<file path="config.mk">
export PLATFORM = sky130hd
export DESIGN_NAME = positional_list_store_unit
export DESIGN_NICKNAME = d
export VERILOG_FILES = /design/src/plst_pkg.sv /design/src/plst_cell.sv /design/src/plst_ctrl.sv /design/src/positional_list_store_unit.sv
export SDC_FILE = /design/constraint.sdc
export NUM_CORES = 2
export LEC_CHECK = 0
export ABC_AREA = 0
export BUFFER_PORTS_ARGS = -buffer_cell sky130_fd_sc_hd__buf_2
export CAP_MARGIN = 40
export CORE_MARGIN = 3
export CORE_UTILIZATION = 40
export DETAILED_ROUTE_END_ITERATION = 7
export GPL_ROUTABILITY_DRIVEN = 1
export PLACE_DENSITY = 0.53
export SLEW_MARGIN = 10
export SYNTH_ARGS = -nofsm -noshare
export SYNTH_HDL_FRONTEND = slang
export SYNTH_SLANG_ARGS = --single-unit
</file>
<file path="constraint.sdc">
create_clock -name clk -period 12.5 [get_ports clk]
set_input_delay 0.625 -clock clk [delete_from_list [all_inputs] [get_ports clk]]
set_output_delay 0.625 -clock clk [all_outputs]
set_load 0.01 [all_outputs]
</file>
<file path="src/plst_pkg.sv">
`timescale 1ns / 1ps
package plst_pkg;

  localparam int CAPACITY = 16;
  localparam int IDX_W    = $clog2(CAPACITY);
  localparam int COUNT_W  = $clog2(CAPACITY + 1);
  localparam int WORD_W   = 32;
  localparam int RANK_W   = 8;
  localparam int CMD_W    = 3;
  localparam int STATUS_W = 2;
  localparam int COUNT_PORT_W = 8;
  // rank compares run one bit wider so that fill + 1 cannot wrap
  localparam int EXT_W    = RANK_W + 1;

  typedef enum logic [CMD_W-1:0] {
    CMD_INSERT      = 3'd0,
    CMD_APPEND      = 3'd1,
    CMD_REMOVE      = 3'd2,
    CMD_REMOVE_LAST = 3'd3,
    CMD_READ        = 3'd4,
    CMD_OVERWRITE   = 3'd5
  } cmd_t;

  typedef enum logic [STATUS_W-1:0] {
    ST_OK    = 2'd0,
    ST_RANK  = 2'd1,
    ST_EMPTY = 2'd2,
    ST_FULL  = 2'd3
  } status_t;

  typedef enum logic [1:0] {
    CELL_HOLD      = 2'd0,
    CELL_TAKE_PREV = 2'd1,
    CELL_TAKE_NEXT = 2'd2,
    CELL_LOAD      = 2'd3
  } cell_op_t;

  typedef struct packed {
    status_t            status;
    logic [COUNT_W-1:0] count;
    logic               rd_en;
    logic [IDX_W-1:0]   rd_idx;
  } plst_result_t;

endpackage

</file>
<file path="src/plst_cell.sv">
`timescale 1ns / 1ps
module plst_cell (
  input  logic                    clk,
  input  plst_pkg::cell_op_t      op,
  input  logic [plst_pkg::WORD_W-1:0] prev_word,
  input  logic [plst_pkg::WORD_W-1:0] next_word,
  input  logic [plst_pkg::WORD_W-1:0] new_word,
  output logic [plst_pkg::WORD_W-1:0] word
);
  import plst_pkg::*;

  logic [WORD_W-1:0] word_r;
  logic [WORD_W-1:0] word_nxt;

  always_comb begin
    case (op)
      CELL_HOLD:      word_nxt = word_r;
      CELL_TAKE_PREV: word_nxt = prev_word;
      CELL_TAKE_NEXT: word_nxt = next_word;
      CELL_LOAD:      word_nxt = new_word;
      default:        word_nxt = word_r;
    endcase
  end

  always_ff @(posedge clk) begin
    word_r <= word_nxt;
  end

  assign word = word_r;

endmodule

</file>
<file path="src/plst_ctrl.sv">
`timescale 1ns / 1ps
module plst_ctrl (
  input  logic                             clk,
  input  logic                             rst_n,
  input  logic                             fire,
  input  logic [plst_pkg::CMD_W-1:0]       cmd,
  input  logic [plst_pkg::RANK_W-1:0]      rank,
  output plst_pkg::cell_op_t               ops [plst_pkg::CAPACITY],
  output plst_pkg::plst_result_t           res
);
  import plst_pkg::*;

  logic [COUNT_W-1:0] fill_r;
  logic [COUNT_W-1:0] fill_nxt;

  logic [EXT_W-1:0] rank_ext;
  logic [EXT_W-1:0] pos_ext;
  logic [EXT_W-1:0] fill_ext;
  logic             rank_zero;
  logic             full;
  logic             empty;
  logic             do_insert;
  logic             do_append;
  logic             do_remove;
  logic             do_write;

  assign rank_ext  = EXT_W'(rank);
  assign pos_ext   = rank_ext - EXT_W'(1);
  assign fill_ext  = EXT_W'(fill_r);
  assign rank_zero = (rank == '0);
  assign full      = (fill_r == COUNT_W'(CAPACITY));
  assign empty     = (fill_r == '0);

  always_comb begin
    res.status = ST_OK;
    res.rd_en  = 1'b0;
    res.rd_idx = IDX_W'(pos_ext);
    fill_nxt   = fill_r;
    do_insert  = 1'b0;
    do_append  = 1'b0;
    do_remove  = 1'b0;
    do_write   = 1'b0;
    case (cmd_t'(cmd))
      CMD_INSERT: begin
        if (rank_zero || rank_ext > fill_ext + EXT_W'(1)) begin
          res.status = ST_RANK;
        end else if (full) begin
          res.status = ST_FULL;
        end else begin
          do_insert = 1'b1;
          fill_nxt  = fill_r + COUNT_W'(1);
        end
      end
      CMD_APPEND: begin
        if (full) begin
          res.status = ST_FULL;
        end else begin
          do_append = 1'b1;
          fill_nxt  = fill_r + COUNT_W'(1);
        end
      end
      CMD_REMOVE: begin
        if (empty) begin
          res.status = ST_EMPTY;
        end else if (rank_zero || rank_ext > fill_ext) begin
          res.status = ST_RANK;
        end else begin
          do_remove = 1'b1;
          res.rd_en = 1'b1;
          fill_nxt  = fill_r - COUNT_W'(1);
        end
      end
      CMD_REMOVE_LAST: begin
        res.rd_idx = IDX_W'(fill_r - COUNT_W'(1));
        if (empty) begin
          res.status = ST_EMPTY;
        end else begin
          res.rd_en = 1'b1;
          fill_nxt  = fill_r - COUNT_W'(1);
        end
      end
      CMD_READ, CMD_OVERWRITE: begin
        if (empty) begin
          res.status = ST_EMPTY;
        end else if (rank_zero || rank_ext > fill_ext) begin
          res.status = ST_RANK;
        end else if (cmd_t'(cmd) == CMD_READ) begin
          res.rd_en = 1'b1;
        end else begin
          do_write = 1'b1;
        end
      end
      default: ;
    endcase
    res.count = fill_nxt;
  end

  // per-cell steering: each cell looks only at its own index
  always_comb begin
    for (int i = 0; i < CAPACITY; i++) begin
      ops[i] = CELL_HOLD;
      if (fire) begin
        if (do_insert) begin
          if (EXT_W'(i) == pos_ext) begin
            ops[i] = CELL_LOAD;
          end else if (EXT_W'(i) > pos_ext && EXT_W'(i) <= fill_ext) begin
            ops[i] = CELL_TAKE_PREV;
          end
        end else if (do_append) begin
          if (EXT_W'(i) == fill_ext) begin
            ops[i] = CELL_LOAD;
          end
        end else if (do_remove) begin
          if (EXT_W'(i) >= pos_ext && EXT_W'(i) + EXT_W'(1) < fill_ext) begin
            ops[i] = CELL_TAKE_NEXT;
          end
        end else if (do_write) begin
          if (EXT_W'(i) == pos_ext) begin
            ops[i] = CELL_LOAD;
          end
        end
      end
    end
  end

  always_ff @(posedge clk) begin
    if (!rst_n) begin
      fill_r <= '0;
    end else if (fire) begin
      fill_r <= fill_nxt;
    end
  end

endmodule

</file>
<file path="src/positional_list_store_unit.sv">
`timescale 1ns / 1ps
// Bounded list of up to CAPACITY signed 32-bit words addressed by 1-based rank.
// Commands insert, append, remove at a rank, remove the last entry, read and
// overwrite; each returns one result with the word read or removed (zero
// otherwise), a status code and the entry count after the command. Every
// command takes effect at once: the list is a row of cells that each load
// from their front or back neighbor at once, so an insert or remove shifts the
// whole list at once, and a new command is taken every cycle while the output
// register is free or being emptied. The result appears in the cycle after
// the transfer in. Entries hold no reset value; only filled ranks are read.
module positional_list_store_unit (
  input  logic                                  clk,
  input  logic                                  rst_n,
  input  logic                                  in_valid,
  output logic                                  in_ready,
  input  logic [plst_pkg::CMD_W-1:0]            in_cmd,
  input  logic [plst_pkg::RANK_W-1:0]           in_rank,
  input  logic signed [plst_pkg::WORD_W-1:0]    in_word_in,
  output logic                                  out_valid,
  input  logic                                  out_ready,
  output logic signed [plst_pkg::WORD_W-1:0]    out_word_out,
  output logic [plst_pkg::STATUS_W-1:0]         out_status,
  output logic [plst_pkg::COUNT_PORT_W-1:0]     out_entry_count
);
  import plst_pkg::*;

  logic          fire;
  cell_op_t      ops [CAPACITY];
  plst_result_t  res;
  logic [WORD_W-1:0] cell_words [CAPACITY];
  logic [WORD_W-1:0] new_word;
  logic [WORD_W-1:0] rd_word;

  logic                    out_valid_r;
  logic [WORD_W-1:0]       out_word_r;
  logic [STATUS_W-1:0]     out_status_r;
  logic [COUNT_PORT_W-1:0] out_count_r;

  assign in_ready = !out_valid_r || out_ready;
  assign fire     = in_valid && in_ready;
  assign new_word = WORD_W'(unsigned'(in_word_in));

  plst_ctrl u_ctrl (
    .clk   (clk),
    .rst_n (rst_n),
    .fire  (fire),
    .cmd   (in_cmd),
    .rank  (in_rank),
    .ops   (ops),
    .res   (res)
  );

  for (genvar g = 0; g < CAPACITY; g++) begin : g_cell
    logic [WORD_W-1:0] prev_w;
    logic [WORD_W-1:0] next_w;
    if (g == 0) begin : g_first
      assign prev_w = '0;
    end else begin : g_mid_prev
      assign prev_w = cell_words[g-1];
    end
    if (g == CAPACITY - 1) begin : g_last
      assign next_w = '0;
    end else begin : g_mid_next
      assign next_w = cell_words[g+1];
    end
    plst_cell u_cell (
      .clk       (clk),
      .op        (ops[g]),
      .prev_word (prev_w),
      .next_word (next_w),
      .new_word  (new_word),
      .word      (cell_words[g])
    );
  end

  assign rd_word = res.rd_en ? cell_words[res.rd_idx] : '0;

  always_ff @(posedge clk) begin
    if (!rst_n) begin
      out_valid_r <= 1'b0;
    end else if (fire) begin
      out_valid_r <= 1'b1;
    end else if (out_ready) begin
      out_valid_r <= 1'b0;
    end
  end

  always_ff @(posedge clk) begin
    if (fire) begin
      out_word_r   <= rd_word;
      out_status_r <= res.status;
      out_count_r  <= COUNT_PORT_W'(res.count);
    end
  end

  assign out_valid       = out_valid_r;
  assign out_word_out    = signed'(out_word_r);
  assign out_status      = out_status_r;
  assign out_entry_count = out_count_r;

  a_count_bound: assert property (@(posedge clk) disable iff (!rst_n)
    out_valid_r |-> out_count_r <= COUNT_PORT_W'(CAPACITY))
    else $error("entry count above capacity");

  a_full_count: assert property (@(posedge clk) disable iff (!rst_n)
    out_valid_r && out_status_r == ST_FULL |->
      out_count_r == COUNT_PORT_W'(CAPACITY) && out_word_r == '0)
    else $error("full status without a full list");

  a_empty_count: assert property (@(posedge clk) disable iff (!rst_n)
    out_valid_r && out_status_r == ST_EMPTY |->
      out_count_r == '0 && out_word_r == '0)
    else $error("empty status without an empty list");

  a_fail_holds: assert property (@(posedge clk) disable iff (!rst_n)
    fire && res.status != ST_OK |=> out_count_r == $past(COUNT_PORT_W'(res.count)))
    else $error("failed command changed the count");

endmodule
</file>
### Yosys cells after proc, flatten, opt, wreduce, memory -nomap -nowiden

Cells that the tools add are included.

| word-level totals | value |
|---|---|
| register bits | 557 |
| memory bits (writable) | 0 |
| ROM bits | 0 |
| word-level logic and storage cells | 448 |
| memories kept | 0 |
| bits of input ports | 47 |
| latch bits | 0 |
| output and inout port bits | 44 |

| cells by class | value |
|---|---|
| equal/unequal tests | 84 |
| muxes and demuxes | 210 |
| reduce and logical (&&, ||, !) cells | 61 |
| $lt $le $gt $ge | 67 |
| bitwise logic cells | 1 |
| shift-type cells | 0 |
| divide/modulo/power cells | 0 |
| $add $sub $neg | 4 |
| $mul | 0 |

Operators with widths:

| cell | count |
|---|---|
| one-hot mux 32 bit (3 select lines) | 16 |
| 2-to-1 mux 2 bit | 148 |
| binary-select mux 32 bit (select 4 bit) | 1 |
| equality test 4 x 9 -> 1 bit (first input constant) | 8 |
| greater-or-equal comparator 4 x 9 -> 1 bit (first input constant) | 8 |
| > comparator 4 x 9 -> 1 bit (first input constant) | 8 |
| equality test 2 bit (second input constant) | 32 |
| 2-to-1 mux 32 bit | 2 |
| equality test 4 x 5 -> 1 bit (first input constant) | 8 |
| less-or-equal comparator 4 x 5 -> 1 bit (first input constant) | 8 |
| less-than comparator 4 x 5 -> 1 bit (first input constant) | 8 |
| equality test 3 x 9 -> 1 bit (first input constant) | 4 |
| greater-or-equal comparator 3 x 9 -> 1 bit (first input constant) | 4 |
| > comparator 3 x 9 -> 1 bit (first input constant) | 4 |
| 2-to-1 mux 1 bit | 34 |
| logical AND 1 bit | 33 |
| equality test 2 x 1 -> 1 bit (second input constant) | 16 |
| zero test 2 bit | 16 |
| 2-to-1 mux 5 bit | 5 |
| equality test 3 x 5 -> 1 bit (first input constant) | 4 |
| less-or-equal comparator 3 x 5 -> 1 bit (first input constant) | 4 |
| less-than comparator 3 x 5 -> 1 bit (first input constant) | 4 |
| one-hot mux 5 bit (4 select lines) | 1 |
| equality test 2 x 9 -> 1 bit (first input constant) | 2 |
| 36 further kinds | 49 |

### Logic depth before layout (Yosys ltp)

| logic depth | value |
|---|---|
| depth in word-level cells | 12 |
| mapped depth | 16 |
| gate-level depth less buffers | 12 |

### By module

From an unflattened synthesis, not the netlist that was laid out.

| unflattened totals | value |
|---|---|
| cells, all modules | 3,285 |
| area, all modules | 35,592.9 um^2 |

Modules (own cells, without submodules):

| module | cells an instance | seq. area each (um^2) | instances | area an instance (um^2) |
|---|---|---|---|---|
| plst_cell | 140 | 960.9 | 16 | 1,672.9 |
| positional_list_store_unit | 584 | 1,191.1 | 1 | 5,933.2 |
| plst_ctrl | 461 | 100.1 | 1 | 2,894.0 |

### Least setup slack after synthesis

Ideal clock, no wire load.

| timing path | value |
|---|---|
| path kind | register -> register |
| start | register u_ctrl.fill_r[2] |
| end | register g_cell[15].u_cell.word_r[0], enable pin |
| library setup time | 0.466 ns |
| path slack | 6.743 ns |
| stages on the path, launching flop included | 16 |
| period minus slack after synthesis | 5.757 ns |
| required time | 12.034 ns |
| path buffers | 5 |
| arrival time | 5.291 ns |
| path through | dfxtp_1 -> buf_2 -> clkbuf_1 -> clkbuf_1 -> nand2_1 -> xnor2_1 -> ha_1 -> nand4_1 -> mux2_2 -> o31a_1 -> nor2_2 -> nor3_1 -> or2_1 -> clkbuf_1 -> clkbuf_1 -> o21ai_0 |

| on the way | value |
|---|---|
| cells in the longest elaborated chain, start to end | 11 |
| elaborated cells between the ends (all ways) | 32 |
| classes of those cells | 1 x add/sub; 4 x order compare; 2 x eq/ne; 19 x mux; 6 x reduce/logical |

RTL lines:

| what | line | text |
|---|---|---|
| start, declared | plst_ctrl.sv:13 | `logic [COUNT_W-1:0] fill_r;` |
| start signal, assigned | plst_ctrl.sv:130 | `fill_r <= fill_nxt;` |
| parallel branches: the longest is 8 deep, another holds > comparator 8 x 9 -> 1 bit | - |  |
| 2-to-1 mux 2 bit (*) | plst_ctrl.sv:103 | `if (do_insert) begin` |
| 2-to-1 mux 2 bit (*) | plst_ctrl.sv:102 | `if (fire) begin` |
| zero test 2 bit (*) | plst_cell.sv:16 | `case (op)` |
| end signal, assigned | plst_cell.sv:26 | `word_r <= word_nxt;` |
| end, declared | plst_cell.sv:12 | `logic [WORD_W-1:0] word_r;` |

Every way passes the cells marked *.
A chain may end at the register's enable or synchronous reset.

### Worst setup path after layout

| timing path | value |
|---|---|
| start | register u_ctrl.fill_r[0] |
| end | register g_cell[8].u_cell.word_r[25], enable pin |

| on the way | value |
|---|---|
| cells in the longest elaborated chain, start to end | 11 |
| elaborated cells between the ends (all ways) | 32 |
| classes of those cells | 1 x add/sub; 4 x order compare; 2 x eq/ne; 19 x mux; 6 x reduce/logical |

RTL lines:

| what | line |
|---|---|
| parallel branches: the longest is 8 deep, another holds > comparator 8 x 9 -> 1 bit | - |
| 2-to-1 mux 2 bit (*) | plst_ctrl.sv:103 |
| 2-to-1 mux 2 bit (*) | plst_ctrl.sv:102 |
| zero test 2 bit (*) | plst_cell.sv:16 |
| end signal, assigned | plst_cell.sv:26 |
| end, declared | plst_cell.sv:12 |

Marks and branches as above.

==> out/results.txt <==
outcome - completed
Max Clock Freq - 0.167 GHz
Longest Clk Path Bufs - 3
Post-Syn Instances - 3425
Logic pwr share - 13.6%
flops & latches, synth - 557
Post-Syn Area - 34700 um2
commonest non-fill, non-tap cell in the layout - edfxtp_1
critical setup path kind - flip-flop to flip-flop
Setup crit end kind - flip-flop
layout cells sized above 1 - 13.4%
IO Count - 91
largest net degree at the start of global routing - 185
Post-DP HPWL - 94500 um
Synth Area in Adders - 0.722%
fin cells - 4494
switching pwr - 1320 uW
largest family of logic cells by synthesized area - compound AO/OA/AOI/OAI gates
Tmin final - 5970 ps
final hold slack - 258 ps
Seq/Total Area, Yosys - 48.1%
die width - 300 um
First DRT Iteration DRCs - 4786
Clock power frac - 41.1%
multiplexer share of the synthesized area - 5.58%
TritonRoute pass-1 iters - 8
WP data required - 12830 ps
Num CTS Buffers - 69
Final Setup Violations - 0
P_leak - 0.0128 uW
skew final - 26.6 ps
Layout area overhead - 10.9%
Synth Flop Type - edfxtp_1
Post-synth EDFFs - 551
Synth Area in Simple Gates - 11.5%
CTS-repair resized insts - 0
YS warnings - 0
Slew @ Worst Pin - 1100 ps
pre-CTS WS - 6690 ps
Tcrit/Tclk final - 47.8%
Clk pin slew, worst setup/hold paths - 60 ps
Slew Viols, Final - 0
gr ovfl total - 0
Cell Int Power - 3250 uW
Slew HR - 26.7%
FF+latch area - 16700 um2
first-pass GRT wire length - 216000 um
num rows - 107
GRT Total Usage - 31.9%
most frequent cells in the layout - 551 x edfxtp_1, 374 x nand2_1, 204 x a211oi_1
Crit Path Max Fanout - 33
Fin Setup TNS - 0 ps
# nets final - 3372
die area - 90200 um2
Vias/cell - 6.99
placed instance count - 4377
Fillers - 8042
Ant. Diodes - 0
core area - 85500 um2
kind of start point of the critical path - flip-flop
TritonCTS clock tree - built
Hold WC Path Type - input port to flip-flop
xor-xnor portion of the synthesized cell area - 0.253%
complex-gate fraction of the synthesized area - 28.3%
post-route ant nets - 0
IO buf count - 87
final worst slack - 6530 ps
vias in the first global route - 29500
area of the multi-input gates - 16500 um2
register share of total power - 45.3%
# DRC - 0
wire per inst - 33.0 um
Sw Ratio - 28.8%
DR vias - 31400
Mapped Avg Cell Area - 10.1 um2
clock sink count - 557
Cell Pwr Density - 119 nW/um2
CTS Root Cell - clkbuf_16
CTS H-tree depth - 3
crit path DAT - 6310 ps
Async SR Flop Fraction - 0%
Starting Density - 40.5%
Max VDD drop - 0.109 mV
Die H - 300 um
RSZ-0062 raised after global routing - false
CTS hold repair buffers - 0
Max-cap violations - 0
final hold violations - 0
post-synthesis cell type count - 99
Total Wirelength - 148000 um
Routability Congestion - 0.927
Clk Latency, worst-skew pair - 640 ps
initial antenna violation count - 1
Post-CTS Setup Inserts - 0
-- area by class of cell --
| class | instances | share of cell area (%) |
|---|---|---|
| clock inverters | 31 | 0.615 |
| inverters | 69 | 0.686 |
| well taps | 1144 | 3.72 |
| clock buffers | 85 | 4.64 |
| multi-input cells | 2417 | 42.9 |
| repair buffers | 191 | 4.10 |
| flip-flops and latches | 557 | 43.3 |
-- per-layer routing --
layer	track usage (%)	share of wire (%)	wire, um	vias up
met1	48.6	44	65200	15600
met2	44.8	41	61000	2205
met5	0	0	0	-
li1	-	-	-	13300
met3	7.95	12	18100	252
met4	8.36	2.7	3950	0
-- power groups by stage --
stage          clock network (uW)  logic [uW]  registers (uW)
6_report                     1880         620            2070
5_1_grt                      1980         646            2070
4_1_cts                      1910         598            2070
3_5_place_dp                    0         596            2110
3_3_place_gp                    0         588            2110
2_1_floorplan                   0         342            2100
-- path summary, 6_finish.rpt --
kind                          from  slack [ps]  cells after the start                         to
setup / recovery  u_ctrl.fill_r[0]        6530                     16  g_cell[8].u_cell.word[25]
hold / removal            in_valid         260                      3                  out_valid
setup reg to reg  u_ctrl.fill_r[0]        6530                     16  g_cell[8].u_cell.word[25]
hold reg to reg          out_valid         550                      2                  out_valid
-- per-stage QoR --
| step | power, uW | area [um2] | util [%] |
|---|---|---|---|
| floorplan | 2440 | 34700 | - |
| global placement | 2700 | 35900 | 42.0 |
| detailed placement | 2700 | 36400 | 42.6 |
| CTS | 4580 | 38500 | 45.0 |
| global route | 4690 | 38500 | 45.0 |
| finish | 4570 | 38500 | 45.0 |
-- sequential cells by signal (all words and copies together) (netlist names) --
name / count
out_entry_count: 5
out_status: 2
out_valid: 1
out_word_out: 32
g_cell.u_cell.word: 512
u_ctrl.fill_r: 5
-- cell usage after synthesis, types with 8 or more instances --
| cell | n | share of area (%) |
|---|---|---|
| nand2b_1 | 9 | 0.16 |
| o21a_1 | 8 | 0.17 |
| a311oi_1 | 66 | 1.7 |
| a2bb2oi_1 | 163 | 4.1 |
| mux2_2 | 60 | 1.9 |
| nand2_1 | 375 | 4.1 |
| buf_4 | 16 | 0.35 |
| nor3_1 | 14 | 0.20 |
| a31oi_1 | 149 | 2.7 |
| mux2i_1 | 120 | 3.5 |
| inv_1 | 65 | 0.70 |
| o32a_1 | 22 | 0.64 |
| ha_1 | 20 | 0.72 |
| a222oi_1 | 32 | 0.92 |
| nand3_1 | 93 | 1.3 |
| o211ai_1 | 10 | 0.22 |
| o22ai_1 | 169 | 3.0 |
| a21o_1 | 8 | 0.17 |
| buf_2 | 85 | 1.2 |
| and2_1 | 114 | 2.1 |
| nor2_1 | 134 | 1.5 |
| buf_6 | 9 | 0.29 |
| a21oi_1 | 171 | 2.5 |
| nor4_1 | 8 | 0.14 |
| o31ai_1 | 40 | 0.87 |
| buf_1 | 16 | 0.17 |
| nand3b_1 | 34 | 0.74 |
| a22oi_1 | 35 | 0.76 |
| clkbuf_1 | 258 | 2.8 |
| o21ai_0 | 160 | 2.3 |
| edfxtp_1 | 551 | 48 |
| o2bb2ai_1 | 33 | 0.83 |
| o221a_2 | 27 | 0.88 |
| a211oi_1 | 205 | 4.4 |
| xnor2_1 | 8 | 0.20 |
-- worst max-delay path, stage by stage (launching register included) --
cell and delay, ps:
dfxtp_1 620, clkinv_1 560, nor2_1 380, nand2_1 120, xnor2_1 250, ha_1 300, o21ai_0 80, a21oi_1 80
o31ai_1 290, buf_4 230, nand2_1 400, a32oi_2 330, buf_4 350, and2_1 550, buf_16 220, a21o_1 640
buf_16 230
-- cell families (layout without fill, tap and decap cells) --
kind of cell               Yosys count  in the layout
other                                1              3
xor gates and xnor gates            10             10
AOI/OAI and AO/OA                 1367           1367
adders and majority gates           20             20
buffers and inverters              453            376
DFF                                557            557
and+or+nand+nor                    832            832
muxes                              185            185
No activity file was read; power rests on OpenSTA's default activity.
